==> config.mk <==
export PLATFORM = sky130hd
export DESIGN_NAME = headset_profile_switch_fsm_unit
export DESIGN_NICKNAME = d
export VERILOG_FILES = /design/src/hdl/hpsw_pkg.sv /design/src/hdl/hpsw_next.sv /design/src/hdl/headset_profile_switch_fsm_unit.sv
export SDC_FILE = /design/constraint.sdc
export NUM_CORES = 1
export LEC_CHECK = 0
export ABC_AREA = 1
export BUFFER_PORTS_ARGS = -buffer_cell sky130_fd_sc_hd__buf_4
export CORE_MARGIN = 2
export CORE_UTILIZATION = 45
export DETAILED_ROUTE_END_ITERATION = 7
export SYNTH_ARGS = -nofsm -noshare
export SYNTH_HDL_FRONTEND = slang
export SYNTH_SLANG_ARGS = --single-unit
==> constraint.sdc <==
create_clock -name i_clk -period 7 [get_ports i_clk]
set_clock_uncertainty 0.2 [all_clocks]
set_input_delay 0 -clock i_clk [delete_from_list [all_inputs] [get_ports i_clk]]
set_output_delay 0 -clock i_clk [all_outputs]
set_load 0.02 [all_outputs]
==> src/hdl/hpsw_pkg.sv <==
// Shared types, phase codes and helpers for the headset profile switch block.
package hpsw_pkg;

    localparam int unsigned GEN_W   = 64;
    localparam int unsigned TIME_W  = 64;
    localparam int unsigned CFG_W   = 32;
    localparam int unsigned PHASE_W = 3;

    localparam logic [CFG_W-1:0] RELEASE_STABILITY_RESET = CFG_W'(500);

    // Encoded phase values as they appear on the result port.
    localparam logic [PHASE_W-1:0] PH_CODE_DISCONNECTED = 3'd0;
    localparam logic [PHASE_W-1:0] PH_CODE_CODEC_AVAIL  = 3'd1;
    localparam logic [PHASE_W-1:0] PH_CODE_WAIT_STOP    = 3'd2;
    localparam logic [PHASE_W-1:0] PH_CODE_VOICE        = 3'd3;
    localparam logic [PHASE_W-1:0] PH_CODE_RELEASE      = 3'd4;

    typedef enum logic [4:0] {
        PH_DISCONNECTED = 5'b00001,
        PH_CODEC_AVAIL  = 5'b00010,
        PH_WAIT_STOP    = 5'b00100,
        PH_VOICE        = 5'b01000,
        PH_RELEASE      = 5'b10000
    } t_phase;

    typedef struct packed {
        t_phase              phase;
        logic [GEN_W-1:0]    generation;
        logic [TIME_W-1:0]   deadline;
        logic                voice_on;
    } t_hpsw_state;

    typedef struct packed {
        logic [GEN_W-1:0]    link_generation;
        logic                plugged_in;
        logic                mic_capture;
        logic                codec_path_active;
        logic                play_wanted;
        logic [TIME_W-1:0]   now_ms;
    } t_hpsw_event;

    typedef struct packed {
        logic                act_stop_codec;
        logic                act_enter_voice;
        logic                act_exit_voice;
        logic                act_resume_codec;
        logic                stale;
    } t_hpsw_flags;

    function automatic logic [PHASE_W-1:0] phase_code(input t_phase ph);
        logic [PHASE_W-1:0] code;
        case (ph)
            PH_DISCONNECTED: code = PH_CODE_DISCONNECTED;
            PH_CODEC_AVAIL:  code = PH_CODE_CODEC_AVAIL;
            PH_WAIT_STOP:    code = PH_CODE_WAIT_STOP;
            PH_VOICE:        code = PH_CODE_VOICE;
            PH_RELEASE:      code = PH_CODE_RELEASE;
            default:         code = PH_CODE_DISCONNECTED;
        endcase
        return code;
    endfunction

endpackage

==> src/hdl/hpsw_next.sv <==
// Next-state and action logic for one status event of the profile switch.
module hpsw_next
    import hpsw_pkg::*;
(
    input  t_hpsw_state        i_state,
    input  t_hpsw_event        i_evt,
    input  logic [CFG_W-1:0]   i_stability_ms,
    output t_hpsw_state        o_state,
    output t_hpsw_flags        o_flags
);

    logic [GEN_W-1:0]  gen_diff;
    logic              gen_newer;
    logic              gen_stale;
    logic              gen_change;
    logic [TIME_W-1:0] deadline_sum;

    // Serial-number compare: newer when the wrapped difference is in the lower half range.
    assign gen_diff     = i_evt.link_generation - i_state.generation;
    assign gen_newer    = (gen_diff != '0) && !gen_diff[GEN_W-1];
    assign gen_change   = (i_evt.link_generation != i_state.generation);
    assign gen_stale    = (i_evt.link_generation == '0) ||
                          ((i_state.generation != '0) && gen_change && !gen_newer);
    assign deadline_sum = i_evt.now_ms + TIME_W'(i_stability_ms);

    always_comb begin
        t_hpsw_state s;
        t_hpsw_flags f;
        s = i_state;
        f = '0;

        if (gen_stale) begin
            f.stale = 1'b1;
        end else begin
            // New generation: restart the machine.
            if (gen_change) begin
                f.act_exit_voice = s.voice_on;
                s.generation     = i_evt.link_generation;
                s.phase          = PH_DISCONNECTED;
                s.deadline       = '0;
                s.voice_on       = 1'b0;
            end

            if (!i_evt.plugged_in) begin
                f.act_exit_voice = f.act_exit_voice | s.voice_on;
                s.phase          = PH_DISCONNECTED;
                s.deadline       = '0;
                s.voice_on       = 1'b0;
            end else begin
                if (s.phase == PH_DISCONNECTED) begin
                    s.phase = PH_CODEC_AVAIL;
                end

                if (i_evt.mic_capture) begin
                    s.deadline = '0;
                    if (i_evt.codec_path_active) begin
                        f.act_stop_codec = (s.phase != PH_WAIT_STOP);
                        s.phase          = PH_WAIT_STOP;
                    end else begin
                        f.act_enter_voice = !s.voice_on;
                        s.voice_on        = 1'b1;
                        s.phase           = PH_VOICE;
                    end
                end else begin
                    case (s.phase)
                        PH_WAIT_STOP: begin
                            if (!i_evt.codec_path_active) begin
                                s.phase    = PH_RELEASE;
                                s.deadline = deadline_sum;
                            end
                        end
                        PH_VOICE: begin
                            s.phase    = PH_RELEASE;
                            s.deadline = deadline_sum;
                        end
                        PH_RELEASE: begin
                            if (i_evt.now_ms >= s.deadline) begin
                                f.act_exit_voice   = s.voice_on;
                                s.voice_on         = 1'b0;
                                f.act_resume_codec = i_evt.play_wanted &&
                                                     !i_evt.codec_path_active;
                                s.phase            = PH_CODEC_AVAIL;
                                s.deadline         = '0;
                            end
                        end
                        default: begin
                        end
                    endcase
                end
            end
        end

        o_state = s;
        o_flags = f;
    end

endmodule

==> src/hdl/headset_profile_switch_fsm_unit.sv <==
// Top level of the headset profile switch state machine.
//
// Each accepted request is one headset status event; the block answers it with exactly
// one result carrying the four action bits, the phase after the event, the accepted link
// generation, the release deadline and the stale flag. The full decision (generation
// compare, deadline add, phase update) is combinational logic between the input handshake
// and the result register, so an event is taken every cycle unless the receiver stalls: the
// result follows in the next cycle, and the next request is taken in the same cycle that the
// previous result leaves. The result register is the only buffering; while it holds an
// untaken result, o_ready stays low. The release stability time is written through
// i_cfg_we / i_cfg_wdata and resets to 500 ms; write it only while no result is pending.
module headset_profile_switch_fsm_unit
    import hpsw_pkg::*;
(
    input  logic                 i_clk,
    input  logic                 i_rst_n,

    input  logic                 i_cfg_we,
    input  logic [CFG_W-1:0]     i_cfg_wdata,

    input  logic                 i_valid,
    output logic                 o_ready,
    input  logic [GEN_W-1:0]     i_link_generation,
    input  logic                 i_physical_connected,
    input  logic                 i_capture_active,
    input  logic                 i_codec_path_active,
    input  logic                 i_render_demand,
    input  logic [TIME_W-1:0]    i_now_ms,

    output logic                 o_valid,
    input  logic                 i_ready,
    output logic                 o_act_stop_codec,
    output logic                 o_act_enter_voice,
    output logic                 o_act_exit_voice,
    output logic                 o_act_resume_codec,
    output logic [PHASE_W-1:0]   o_phase_out,
    output logic [GEN_W-1:0]     o_generation_out,
    output logic [TIME_W-1:0]    o_deadline_out,
    output logic                 o_stale
);

    logic [CFG_W-1:0] r_stability_ms;
    t_hpsw_state      r_state;
    t_hpsw_state      n_state;
    t_hpsw_flags      n_flags;
    t_hpsw_flags      r_flags;
    logic             r_out_valid;
    logic             accept;
    t_hpsw_event      evt;

    // Take a request when the result slot is empty or being drained this cycle.
    assign o_ready = !r_out_valid || i_ready;
    assign accept  = i_valid && o_ready;

    assign evt = '{
        link_generation:    i_link_generation,
        plugged_in:         i_physical_connected,
        mic_capture:        i_capture_active,
        codec_path_active:  i_codec_path_active,
        play_wanted:        i_render_demand,
        now_ms:             i_now_ms
    };

    hpsw_next u_next (
        .i_state        (r_state),
        .i_evt          (evt),
        .i_stability_ms (r_stability_ms),
        .o_state        (n_state),
        .o_flags        (n_flags)
    );

    // Configuration register: written directly, no handshake.
    always_ff @(posedge i_clk) begin
        if (!i_rst_n) begin
            r_stability_ms <= RELEASE_STABILITY_RESET;
        end else if (i_cfg_we) begin
            r_stability_ms <= i_cfg_wdata;
        end
    end

    // Machine state: advance on every accepted request (stale events leave it unchanged).
    always_ff @(posedge i_clk) begin
        if (!i_rst_n) begin
            r_state.phase      <= PH_DISCONNECTED;
            r_state.generation <= '0;
            r_state.deadline   <= '0;
            r_state.voice_on   <= 1'b0;
        end else if (accept) begin
            r_state <= n_state;
        end
    end

    // Result valid: set on accept, drop when taken without a replacement.
    always_ff @(posedge i_clk) begin
        if (!i_rst_n) begin
            r_out_valid <= 1'b0;
        end else if (accept) begin
            r_out_valid <= 1'b1;
        end else if (i_ready) begin
            r_out_valid <= 1'b0;
        end
    end

    // Result flags: payload only, hold until the next accept.
    always_ff @(posedge i_clk) begin
        if (accept) begin
            r_flags <= n_flags;
        end
    end

    // Phase, generation and deadline on the result port mirror the state after the event.
    assign o_valid            = r_out_valid;
    assign o_act_stop_codec   = r_flags.act_stop_codec;
    assign o_act_enter_voice  = r_flags.act_enter_voice;
    assign o_act_exit_voice   = r_flags.act_exit_voice;
    assign o_act_resume_codec = r_flags.act_resume_codec;
    assign o_stale            = r_flags.stale;
    assign o_phase_out        = phase_code(r_state.phase);
    assign o_generation_out   = r_state.generation;
    assign o_deadline_out     = r_state.deadline;

endmodule

==> impl_summary.txt <==
----------------------------------------------------
[Layout]
  Ant. Diodes ... 0
  Final #Nets ... 4853
  Area growth from synthesis to layout ... 17.8%
  Filler-free cell count of the finished design ... 5209
  Final standard cell utilization of the core ... 0.539
  Post-route design area ... 27100 sq um
  Leading cell type in the layout, fill and taps excluded ... sky130_fd_sc_hd__nand2_1
  Commonest cells after routing, fill and taps aside ... 1376 x sky130_fd_sc_hd__nand2_1, 608 x sky130_fd_sc_hd__nor2_1, 562 x sky130_fd_sc_hd__inv_1
  Layout cell share with drive strength beyond 1 ... 0.0921

[Floorplanning]
  Die width ... 230 um
  Initial cell density of the core ... 0.458
  Count of boundary I/O pins ... 307
  Floorplan Core Area ... 50300 sq um
  Die Height ... 230 um
  Area enclosed by the die boundary ... 52900 sq um
  FP Rows ... 82

[Clock tree]
  Cell at the root of the clock tree ... sky130_fd_sc_hd__clkbuf_16
  CTS Buffer Depth ... 2
  CTS tree ... built
  Clock Latency Late Sink ... 500 ps
  Reg clk slew, reported paths ... 80 ps
  Clock buffers created by TritonCTS ... 17
  Number of levels the H-tree was split into ... 4
  CTS Sinks ... 172
  Setup bufs post-CTS ... 0

[Worst setup path]
  Capture point of the worst path ... r_state[0]
  CP arrival ... 6750 ps
  Crit path launch ... o_generation_out[47]
  Start-to-end type of the worst setup path ... register to register
  Reg2Reg Launch Point ... o_generation_out[47]
  Crit. path cell count ... 30
  Highest-delay cell along the critical path ... sky130_fd_sc_hd__dlygate4sd3_1
  Required time at the endpoint of the critical path ... 7210 ps
  Buf/Inv on CP ... 8
  Worst-path fanout max ... 25
  Cell count of the worst reg-to-reg path ... 30
  Element type at the critical path end ... register
  Setup slack on the worst flop-to-flop path ... 460 ps
  Reg2reg end ... r_state[0]
  Delay-heaviest family, CP ... simple AND/OR/NAND/NOR gates
  Slowest Stage Delay on Critical Path ... 560 ps
  Most used cell along the critical path ... sky130_fd_sc_hd__nand2_1
  Critical Path Start Type ... register

[Routing]
  M1 wire length ... 35.9 mm
  Top Metal Used ... met5
  DRT antenna net count ... 0
  DR pass1 iterations ... 5
  Aggregate routed wire length ... 95.8 mm
  Amount of wire on met3 after detailed routing ... 4.78 mm
  Total number of vias ... 27700
  Number of remaining DRC errors ... 0
  Number of DRC markers in iteration 0 ... 1674
  Routed len/inst ... 18.4 um
  Via/cell ratio ... 5.32
  Amount of wire on met2 after detailed routing ... 48.5 mm

[Place]
  Total cell area at the placement stage ... 24700 sq um
  Detailed placement HPWL ... 74.2 mm
  Post-Place Cells ... 4996
  Total of buffers placed on input and output ports ... 306
  Global placer's final weighted congestion ... 1.07

[Pwr]
  Leakage dissipation ... 13.2 nW
  PD cells ... 164 nW/um^2
  Maximum ir drop on the vdd rail ... 0.159 mV

[Yosys]
  Share of the synthesized area in the top cell type ... 0.225
  Count of mapped cells out of synthesis ... 4267
  Cell type contributing the most total cell area after synthesis ... sky130_fd_sc_hd__nand2_1
  Fraction of synthesized cell area in xor and xnor cells ... 0.0160
  YS warnings ... 0
  Unique cell type count in the Yosys netlist ... 48
  Total of flip-flops plus latches after synthesis ... 172
  Number of synthesized flops with an enable pin ... 5
  Post-synthesis async set-or-reset flop share ... 0
  Area fraction in and, or, nand and nor cells after synthesis ... 0.473
  Arithmetic-cell share of the synthesized area counting full adders, half adders and majority gates ... 0.0874
  Post-synthesis area per instance ... 5.39 sq um
  Top post-synthesis cells by area ... sky130_fd_sc_hd__nand2_1 22%, sky130_fd_sc_hd__dfxtp_1 15%, sky130_fd_sc_hd__nor2_1 9.9%, sky130_fd_sc_hd__inv_1 9.2%, sky130_fd_sc_hd__ha_1 8.6%
  Largest family of logic cells by synthesized area ... simple AND/OR/NAND/NOR gates
  Area of the mapped netlist ... 23000 sq um
  Sequential-to-total area share from yosys stat ... 0.152
  Flip-flop cell with the highest count after synthesis ... sky130_fd_sc_hd__dfxtp_1
  Synth Net Count ... 4596
  Compound-gate portion of the synthesized area ... 0.103
  Multiplexer share of the synthesized area ... 0

[STA]
  Final Max Slew Viols ... 0
  Upper clock frequency limit ... 153 MHz
  Post-route minimum period ... 6540 ps
  Final setup violation count ... 0
  Setup repair after global routing missed its margin ... false
  Hold violation total from the final report ... 0
  Transition time at the pin with the least slew margin ... 962 ps
  Worst rel slew slack ... 0.358
  Final clock period utilization by the worst path ... 0.935
  Total negative slack for setup checks ... 0 ps

[Global routing]
  Number of antenna violations at the first check in global routing ... 1
  Via count of the first global-routing pass ... 26600
  First-pass GRT wire length ... 147 mm
  Pin count of the biggest net entering global routing ... 89
  Global router's overall resource usage ... 0.355
  Overall overflow remaining after global route ... 0

[Hold path]
  Type of the tightest min-delay check ... primary input to register

[Flow run]
  Maxcap violations ... 0

[Status]
  Status ... completed

----------------------------------------------------
## area by class of cell
class                   instances  area, sq um
repair buffers                512         4320
fillers                      5558        23200
clock buffers                  17          425
flip-flops and latches        172         3490
inverters                     584         2200
multi-input cells            3237        15600
well taps                     672          841
clock inverters                15          174
## power by group
| part | internal [mW] | leakage (nW) | switching, mW |
|---|---|---|---|
| Sequential | 1.06 | 1.42 | 0.0505 |
| Clock | 0.510 | 0.291 | 0.522 |
| Combinational | 0.782 | 11.5 | 1.50 |
## state kept, by name (all words and copies together), names as in the netlist
register / count
o_act_stop_codec: 1
o_act_resume_codec: 1
o_deadline_out: 64
o_act_enter_voice: 1
o_valid: 1
o_stale: 1
o_act_exit_voice: 1
r_stability_ms: 32
o_generation_out: 64
r_state: 6
## repair_timing
item                                    4_1_cts  5_1_grt
hold endpoints to repair                    125        0
resized for setup                             0        2
endpoints found under the setup margin        0        1
hold buffers                                181        0
## kinds of logic (layout without fill, tap and decap cells)
group	Yosys count	in the layout
fa+ha+maj	160	160
flops	172	172
buf+inv	858	1128
compound gates	441	441
simple gates	2594	2594
xor+xnor	42	42
## worst min path at each step
| stage | to | startpoint | cells after the start | slack, ps |
|---|---|---|---|---|
| 2_1_floorplan | r_stability_ms[2] | i_cfg_wdata[2] | 2 | -70 |
| 3_3_place_gp | r_stability_ms[4] | i_cfg_wdata[4] | 3 | 20 |
| 3_5_place_dp | r_stability_ms[6] | i_cfg_wdata[6] | 3 | 20 |
| 4_1_cts | o_deadline_out[55] | i_now_ms[55] | 8 | 3 |
| 5_1_grt | o_deadline_out[55] | i_now_ms[55] | 8 | 80 |
| 6_report | o_deadline_out[41] | i_now_ms[41] | 9 | 20 |
## synth_stat cells, drive strengths merged (6+ instances only)
master and count:
nand2 1379, nor2 620, inv 579, nand3 337, buf 201, a21oi 198
o21ai 182, dfxtp 167, ha 159, nand4 125, clkbuf 73, nor3 43
o211ai 32, nand3b 31, nor4 31, xor2 30, or2 15, xnor2 12
o21bai 9, a21o 6
## tightest hold or removal path, cell delays in order
cell and delay [ps]:
sky130_fd_sc_hd__buf_4 120, sky130_fd_sc_hd__xnor2_1 140, sky130_fd_sc_hd__nand2_1 50, sky130_fd_sc_hd__nand3_1 60, sky130_fd_sc_hd__nand3_1 70, sky130_fd_sc_hd__nand3_1 80
sky130_fd_sc_hd__nor2_1 40, sky130_fd_sc_hd__nand2_1 50, sky130_fd_sc_hd__a21oi_1 50
## stage by stage
| stage | hold WS, ps | worst slack (ps) | power, mW |
|---|---|---|---|
| global placement | 16.6 | 1210 | 3.28 |
| floorplan | -73.7 | 2160 | 2.63 |
| global route | 79.7 | 26.0 | 4.73 |
| finish | 21.4 | 456 | 4.43 |
| detailed placement | 16.8 | 1070 | 3.28 |
| CTS | 3.22 | 321 | 4.42 |
## layer usage
metal	track usage	up-vias
met5	0	-
met4	0.230	2
met3	0.0468	295
met2	0.662	972
met1	0.372	12500
li1	-	14000
Power figures use the tool's default switching activity.
